**config.mk**
```make
export PLATFORM = sky130hd
export DESIGN_NAME = rqi_sqrt_pipe
export DESIGN_NICKNAME = d
export VERILOG_FILES = /design/src/rtl/rqi_pkg.sv /design/src/rtl/rqi_sqrt_pipe.sv
export SDC_FILE = /design/constraint.sdc
export NUM_CORES = 2
export LEC_CHECK = 0
export BUFFER_PORTS_ARGS = -buffer_cell sky130_fd_sc_hd__buf_2
export CAP_MARGIN = 20
export CORE_ASPECT_RATIO = 0.5
export CORE_UTILIZATION = 55
export CTS_CLUSTER_DIAMETER = 120
export DETAILED_ROUTE_END_ITERATION = 10
export GPL_ROUTABILITY_DRIVEN = 1
export GPL_TIMING_DRIVEN = 0
export PLACE_DENSITY = 0.71
export RECOVER_POWER = 100
export REMOVE_ABC_BUFFERS = 1
export SYNTH_ARGS = -nofsm -noshare
export SYNTH_HDL_FRONTEND = slang
export SYNTH_SLANG_ARGS = --single-unit
```
**constraint.sdc**
```tcl
create_clock -name clk_i -period 8.1 [get_ports clk_i]
set_clock_uncertainty 0.15 [all_clocks]
set_input_delay 0.81 -clock clk_i [delete_from_list [all_inputs] [get_ports clk_i]]
set_output_delay 0.81 -clock clk_i [all_outputs]
set_load 0.02 [all_outputs]
```
**src/rtl/rqi_pkg.sv**
```systemverilog
// Shared constants, types and fixed-point helpers of the ray/quadric intersect unit.
package rqi_pkg;

  // Fixed-point format and derived widths
  localparam int FRAC_BITS = 16;
  localparam int DATA_W    = 32;
  localparam int SAT_W     = 72;
  localparam int CFG_IDX_W = 4;
  localparam int SQ_STG    = 32;              // one root bit per stage, 64-bit radicand
  localparam int MAG_W     = 34;              // |-b +- sqrt(disc)| < 2^34
  localparam int NUMW      = MAG_W + FRAC_BITS;
  localparam int DEN_W     = 33;              // |2a| <= 2^32

  localparam logic signed [DATA_W-1:0] ONE_FX   = DATA_W'(64'sd1 <<< FRAC_BITS);
  localparam logic signed [DATA_W-1:0] CLIP_RST = DATA_W'((64'sd95 * (64'sd1 <<< FRAC_BITS)) / 100);

  localparam logic signed [SAT_W-1:0] SAT_MAX = SAT_W'(64'sd2147483647);
  localparam logic signed [SAT_W-1:0] SAT_MIN = SAT_W'(-64'sd2147483648);

  // Configuration register map
  typedef enum logic [CFG_IDX_W-1:0] {
    REG_CENTER_X = 4'd0,
    REG_CENTER_Y = 4'd1,
    REG_CENTER_Z = 4'd2,
    REG_COEF_X   = 4'd3,
    REG_COEF_Y   = 4'd4,
    REG_COEF_Z   = 4'd5,
    REG_COEF_K   = 4'd6,
    REG_CLIP_Z   = 4'd7
  } cfg_reg_e;

  // Sideband that rides along the square-root pipeline
  typedef struct packed {
    logic                   vld;
    logic                   miss;
    logic [2:0][DATA_W-1:0] st;
    logic [2:0][DATA_W-1:0] dir;
    logic [DATA_W-1:0]      a;
    logic [DATA_W-1:0]      b;
  } sq_sb_t;

  // Sideband that rides along the divider pipeline
  typedef struct packed {
    logic                   vld;
    logic                   miss;
    logic                   sg1;
    logic                   sg2;
    logic [2:0][DATA_W-1:0] st;
    logic [2:0][DATA_W-1:0] dir;
  } div_sb_t;

  // Clamp a wide signed value to 32 bits
  function automatic logic signed [DATA_W-1:0] sat32(input logic signed [SAT_W-1:0] v);
    logic signed [DATA_W-1:0] r;
    if (v > SAT_MAX) begin
      r = SAT_MAX[DATA_W-1:0];
    end else if (v < SAT_MIN) begin
      r = SAT_MIN[DATA_W-1:0];
    end else begin
      r = v[DATA_W-1:0];
    end
    return r;
  endfunction

  // Floor-shift a raw product back to the fixed-point format and clamp
  function automatic logic signed [DATA_W-1:0] fx_sat(input logic signed [63:0] p);
    logic signed [63:0] s;
    s = p >>> FRAC_BITS;
    return sat32(SAT_W'(s));
  endfunction

endpackage

```
**src/rtl/rqi_sqrt_pipe.sv**
```systemverilog
// Pipelined integer square root, one root bit per stage, 64-bit radicand.
module rqi_sqrt_pipe (
  input  logic        clk_i,
  input  logic        en_i,
  input  logic [63:0] rad_i,
  output logic [31:0] root_o
);

  logic [63:0] v_in [rqi_pkg::SQ_STG];
  logic [63:0] r_in [rqi_pkg::SQ_STG];
  logic [63:0] v_q  [rqi_pkg::SQ_STG];
  logic [63:0] r_q  [rqi_pkg::SQ_STG];

  assign v_in[0] = rad_i;
  assign r_in[0] = '0;

  for (genvar k = 0; k < rqi_pkg::SQ_STG; k++) begin : g_stg
    localparam logic [63:0] BIT = 64'd1 << (62 - 2 * k);
    logic [63:0] trial;
    logic        take;
    logic [63:0] v_d;
    logic [63:0] r_d;

    if (k > 0) begin : g_link
      assign v_in[k] = v_q[k-1];
      assign r_in[k] = r_q[k-1];
    end

    // Trial subtract of the next root bit
    always_comb begin
      trial = r_in[k] + BIT;
      take  = (v_in[k] >= trial);
      v_d   = take ? (v_in[k] - trial) : v_in[k];
      r_d   = take ? ((r_in[k] >> 1) + BIT) : (r_in[k] >> 1);
    end

    always_ff @(posedge clk_i) begin
      if (en_i) begin
        v_q[k] <= v_d;
        r_q[k] <= r_d;
      end
    end
  end

  assign root_o = r_q[rqi_pkg::SQ_STG-1][31:0];

endmodule

```
=== Word-level counts from Yosys, hierarchy flattened ===
Memory sizes are Yosys's and may differ from the RTL's.
Cells that the tools add are included.

* RAM bits: 4096
* Input port bits: 66
* Logic and storage cells: 194
* Register bits: 0
* Memories kept: 2
* ROM bits: 0
* Bits in latches: 0

{| class="wikitable"
|+ Memory list
! name !! words !! bits a word !! read ports !! clocked after memory_dff !! write ports !! RTL line !! source
|-
| r_q || 32 || 64 || 32 || 0 || 32 || rqi_sqrt_pipe.sv:12 || <nowiki>logic [63:0] r_q [rqi_pkg::SQ_STG];</nowiki>
|-
| v_q || 32 || 64 || 31 || 0 || 32 || rqi_sqrt_pipe.sv:11 || <nowiki>logic [63:0] v_q [rqi_pkg::SQ_STG];</nowiki>
|}

* Equality and inequality tests: 0
* Shift-type cells: 0
* Reduce and logical (&&, ||, !) cells: 0
* Add/subtract/negate cells: 94
* Div/mod/pow operators: 0
* Magnitude comparators: 32
* Multipliers: 0
* Bitwise operators: 0
* Muxes and demuxes: 66

{| class="wikitable"
|+ Operators by type and width
! kind !! number
|-
| two-way mux 64 bit || 63
|-
| greater-or-equal comparator 64 bit || 31
|-
| subtractor 64 bit || 31
|-
| adder 63 x 1 -> 64 bit (second input constant) || 1
|-
| adder 63 x 11 -> 64 bit (second input constant) || 1
|-
| adder 63 x 13 -> 64 bit (second input constant) || 1
|-
| adder 63 x 15 -> 64 bit (second input constant) || 1
|-
| adder 63 x 17 -> 64 bit (second input constant) || 1
|-
| adder 63 x 19 -> 64 bit (second input constant) || 1
|-
| adder 63 x 21 -> 64 bit (second input constant) || 1
|-
| adder 63 x 23 -> 64 bit (second input constant) || 1
|-
| adder 63 x 25 -> 64 bit (second input constant) || 1
|-
| adder 63 x 27 -> 64 bit (second input constant) || 1
|-
| adder 63 x 29 -> 64 bit (second input constant) || 1
|-
| adder 63 x 3 -> 64 bit (second input constant) || 1
|-
| adder 63 x 31 -> 64 bit (second input constant) || 1
|-
| adder 63 x 33 -> 64 bit (second input constant) || 1
|-
| adder 63 x 35 -> 64 bit (second input constant) || 1
|-
| adder 63 x 37 -> 64 bit (second input constant) || 1
|-
| adder 63 x 39 -> 64 bit (second input constant) || 1
|-
| adder 63 x 41 -> 64 bit (second input constant) || 1
|-
| adder 63 x 43 -> 64 bit (second input constant) || 1
|-
| adder 63 x 45 -> 64 bit (second input constant) || 1
|-
| adder 63 x 47 -> 64 bit (second input constant) || 1
|-
| other kinds (45) || 46
|}

=== Depth between registers and ports, before layout ===
An unclocked memory read counts as a cell.

* Word-level depth: 4
* Mapped depth: 16

=== Worst setup path after synthesis ===
OpenSTA, ideal clock, no wires.

* Path kind: register to register
* Start: memory v_q[26][10], in the netlist v_q[1][650]
* End: memory v_q[27][41], in the netlist v_q[1][745], data pin
* Arrival time: 3278 ps
* Stages on the path, launching flop included: 14
* Data required time: 7692 ps
* Path buffers: 2
* Setup slack: 4414 ps
* Period minus slack after synthesis: 3686 ps
* Path through: edfxtp_1 ha_1 or4b_2 nor4_1 and4_1 nor4b_1 nor4bb_1 or2_2 buf_2 inv_1 clkbuf_1 nand2_1 or4_1 xnor2_1

{| class="wikitable"
|+ RTL lines
! element !! RTL line
|-
| start, declared || rqi_sqrt_pipe.sv:11
|}

==> impl_summary.txt <==
----------------------------------------------------
[Outcome]
  Run status ... finished, violations left
  Violated checks ... max-capacitance violations, max-slew violations

[Synthesis]
  Share of flip-flops with an asynchronous set or reset after synthesis ... 0
  Synth warnings ... 0
  Count of flip-flops with a built-in enable after synthesis ... ~2.5k
  Leading register cell type out of synthesis ... edfxtp_1
  Most instantiated library cell after synthesis ... edfxtp_1
  Area of the mapped netlist ... roughly 120000 sq um
  Number of distinct standard cells referenced by the synthesized netlist ... 92
  Post-synthesis sequential area ratio ... 0.629
  Cell type with the largest total area after synthesis ... edfxtp_1
  Post-synthesis register bit count ... around 2.5k
  Top-area cell type share of the netlist area ... 0.629
  Top area cells in the synthesized netlist ... edfxtp_1 63%, ha_1 5.8%, xnor2_1 3.4%
  Most instantiated cells after synthesis ... 2512 x edfxtp_1, 667 x inv_1, 664 x nor2_1, 624 x a21oi_1, 587 x nand2_1
  Mean post-synth cell area ... 12.6 sq um
  Number of cells produced by synthesis ... between 9k and 10k

[Routing]
  Drt first pass iters ... 6
  Antenna-violating nets left ... 0
  Post-detailed-route wirelength per cell ... 17.3 um
  Post-Route WL ... 221000 um
  Violation count after the first detailed-routing iteration ... 4646
  Total number of vias ... 71.6k
  Post-DR vias/cell ... 5.60
  Post-route DRC ... 0

[Worst setup path]
  Worst Path Class, Setup ... flip-flop to flip-flop
  Longest individual stage delay on the worst path ... 1.71 ns
  Series of cell instances along the critical path ... ha_1, or4b_2, nor4_1, and4_1, nor4b_1, nor4bb_1, or2_0, inv_1, clkbuf_1, nand3_1, nor4_1, xor2_1
  Slowest-stage cell, CP ... clkbuf_1
  Library cell appearing most often on the critical path ... nor4_1
  Required time of the critical path ... 8.52 ns
  Critical Path AT ... 7.18 ns
  Crit end category ... flip-flop
  Critical path fanouts, max ... 49
  Startpoint types ... flip-flop

[Floorplanning]
  Total Die Area ... 220000 sq um
  Die Y-Extent ... 332 um
  Count of boundary I/O pins ... 98
  Core region area ... 215000 sq um
  Row count ... between 100 and 150
  Initial standard-cell utilization of the core ... 0.557
  Die Width ... between 600 and 700 um

[CTS]
  Number of clock sinks ... 2512
  Clock tree from TritonCTS ... built
  Number of buffers inserted for hold repair after clock tree synthesis ... 62
  Maximum clock insertion buffer count ... 4
  Clock root buffer ... clkbuf_16
  H-tree level count ... 4
  CTS clock-pin slew for the worst setup and hold paths ... 0.06 ns
  Gates resized, CTS repair ... 0
  TritonCTS Buffers ... about 220
  Post-CTS Setup Bufs ... 0
  Later-pin clock latency in the skew report ... 0.89 ns

[Global route]
  Total GRT Usage ... 0.199
  Global-route wire length before repair ... 355000 um
  Overflow after GRT ... 0
  Pin count of the biggest net entering global routing ... 195
  Vias in the first global route ... 72.4k
  Antenna violations before repair ... 1

[STA]
  Number of endpoints failing setup at the final stage ... 0
  Max Slew Vio Count ... 344
  Post-Route Setup TNS ... 0 ns
  Number of hold violations in the final report ... 0
  Pin slew with the least headroom to its limit ... about 2.4 ns
  Setup repair after global routing missed its margin ... no
  Slew Limit Headroom ... -0.582
  Worst hold slack after final layout ... approximately 0.19 ns
  Period Utilization, post-route ... 0.834
  Achievable Freq ... 0.148 GHz
  Crit path time final ... 6.76 ns

[Run]
  Max capacitance violation total ... 9

[Placement]
  Port-buffer cells ... 97
  RePlAce Congestion ... 0.925
  Placement Cell Area ... 124000 sq um
  Detailed-placement wirelength estimate ... 160000 um

[Power and ir drop]
  Peak ir drop on the vdd network ... 0.210 mV
  Power density normalized to cell area ... 270 nW/um^2
  Part of the power in combinational logic ... 0.210
  Power share of the clock group ... 0.293
  Sequential share of power ... 0.498
  Internal power component ... 0.0255 W
  Switching share of total power ... 0.280
  Switching power ... 0.00991 W
  Leakage ... between 40 and 50 nW

[Final layout]
  Nets@finish ... 10.4k
  Filler instances ... roughly 17k
  Share of post-route cells with drive strength above 1 ... 0.0486
  Area growth from synthesis to layout ... 9.48%
  Final Cell Area ... around 130000 sq um

[Hold path]
  Class of the tightest hold or removal check ... primary input to flip-flop

----------------------------------------------------
## worst paths after layout
path	slack (ns)	start	cells past startpoint	to
setup reg to reg	1.34	v_q[1][650]$_DFFE_PP_	12	v_q[1][758]$_DFFE_PP_
hold / removal	0.19	rad_i[63]	3	v_q[0][63]$_DFFE_PP_
setup / recovery	1.34	v_q[1][650]$_DFFE_PP_	12	v_q[1][758]$_DFFE_PP_
hold reg to reg	0.28	v_q[0][362]$_DFFE_PP_	0	v_q[0][426]$_DFFE_PP_
## registers in the layout, summed over array words and instances (netlist names)
signal	cells
v_q	1984
r_q	528
## power groups by stage
stage,clock [W],sequential [W],combinational (W)
floorplan,0,0.0175,0.00561
global placement,0,0.0188,0.00718
detailed placement,0,0.0178,0.00733
CTS,0.0106,0.0176,0.00740
global route,0.0111,0.0178,0.00828
finish,0.0104,0.0176,0.00741
## layer usage
| metal | global-route usage | up-vias | share of wire |
|---|---|---|---|
| met4 | 0.106 | 0 | 0.056 |
| met1 | 0.207 | 33500 | 0.38 |
| li1 | - | 36000 | - |
| met5 | 0 | - | 0 |
| met3 | 0.0264 | 612 | 0.032 |
| met2 | 0.385 | 1410 | 0.53 |
## critical path, delay by kind of cell, from the launching register on
kind / cells / cell delay (ns)
adder cells (fa/ha/maj): 1 / 0.39
AND/OR/NAND/NOR: 8 / 3.28
flip-flops: 1 / 0.42
buffers and inverters: 2 / 2.07
XOR/XNOR: 1 / 0.13
## per-stage QoR
step           setup slack, ns  total power [W]  std cells   util
3_5_place_dp              1.22           0.0252      12300  0.576
3_3_place_gp            -31.91           0.0260      12300  0.572
6_report                  1.34           0.0354      12800  0.609
5_1_grt                   1.14           0.0372      12800  0.609
2_1_floorplan             2.44           0.0231       9310      -
4_1_cts                   2.11           0.0356      12800  0.611
## cells in the final DEF (no fill, tap or decap), types with 24 or more instances in the layout
master / count
and3_1: 44
or2_2: 36
nor2_1: 665
and2_1: 30
nand4_1: 156
a21oi_1: 624
clkbuf_1: 148
nand3b_1: 25
nor4b_1: 51
a211oi_1: 53
o211ai_1: 28
clkbuf_16: 226
buf_2: 24
xor2_1: 406
inv_1: 669
nor2b_1: 82
o21ai_0: 405
a21o_1: 254
xnor2_1: 472
a31oi_1: 38
or4_1: 82
clkinv_1: 46
o21bai_1: 53
nand3_1: 158
nand2_1: 588
ha_1: 558
o21a_1: 90
dlygate4sd3_1: 62
nor3_1: 260
mux2_2: 79
edfxtp_1: 2512
nor4_1: 319
nand2b_1: 120
clkinv_2: 37
nand4b_1: 24
or3_1: 98
o31ai_1: 40
## kinds of logic (layout without fill, tap and decap cells)
logic type / Yosys count / after routing / share of synthesized area
adders and majority gates: 558 / 558 / 0.0582
other: 0 / 1 / 0
AOI/OAI and AO/OA: 1777 / 1777 / 0.0916
xor gates and xnor gates: 878 / 878 / 0.0642
and+or+nand+nor: 2825 / 2825 / 0.122
muxes: 89 / 89 / 0.00827
DFF: 2512 / 2512 / 0.629
buffers and inverters: 846 / 1264 / 0.0268
## cell type report
type	count	area [sq um]	area share
Antenna cell	1	2.50	0.0000191
Clock buffer	273	5830	0.0444
Clock inverter	117	1150	0.00880
Inverter	671	2520	0.0192
Multi-Input combinational cell	6127	41200	0.314
Sequential cell	2512	75400	0.575
Tap cell	2867	3590	0.0273
Timing Repair Buffer	203	1540	0.0117
(Power assumes the default switching activity.)
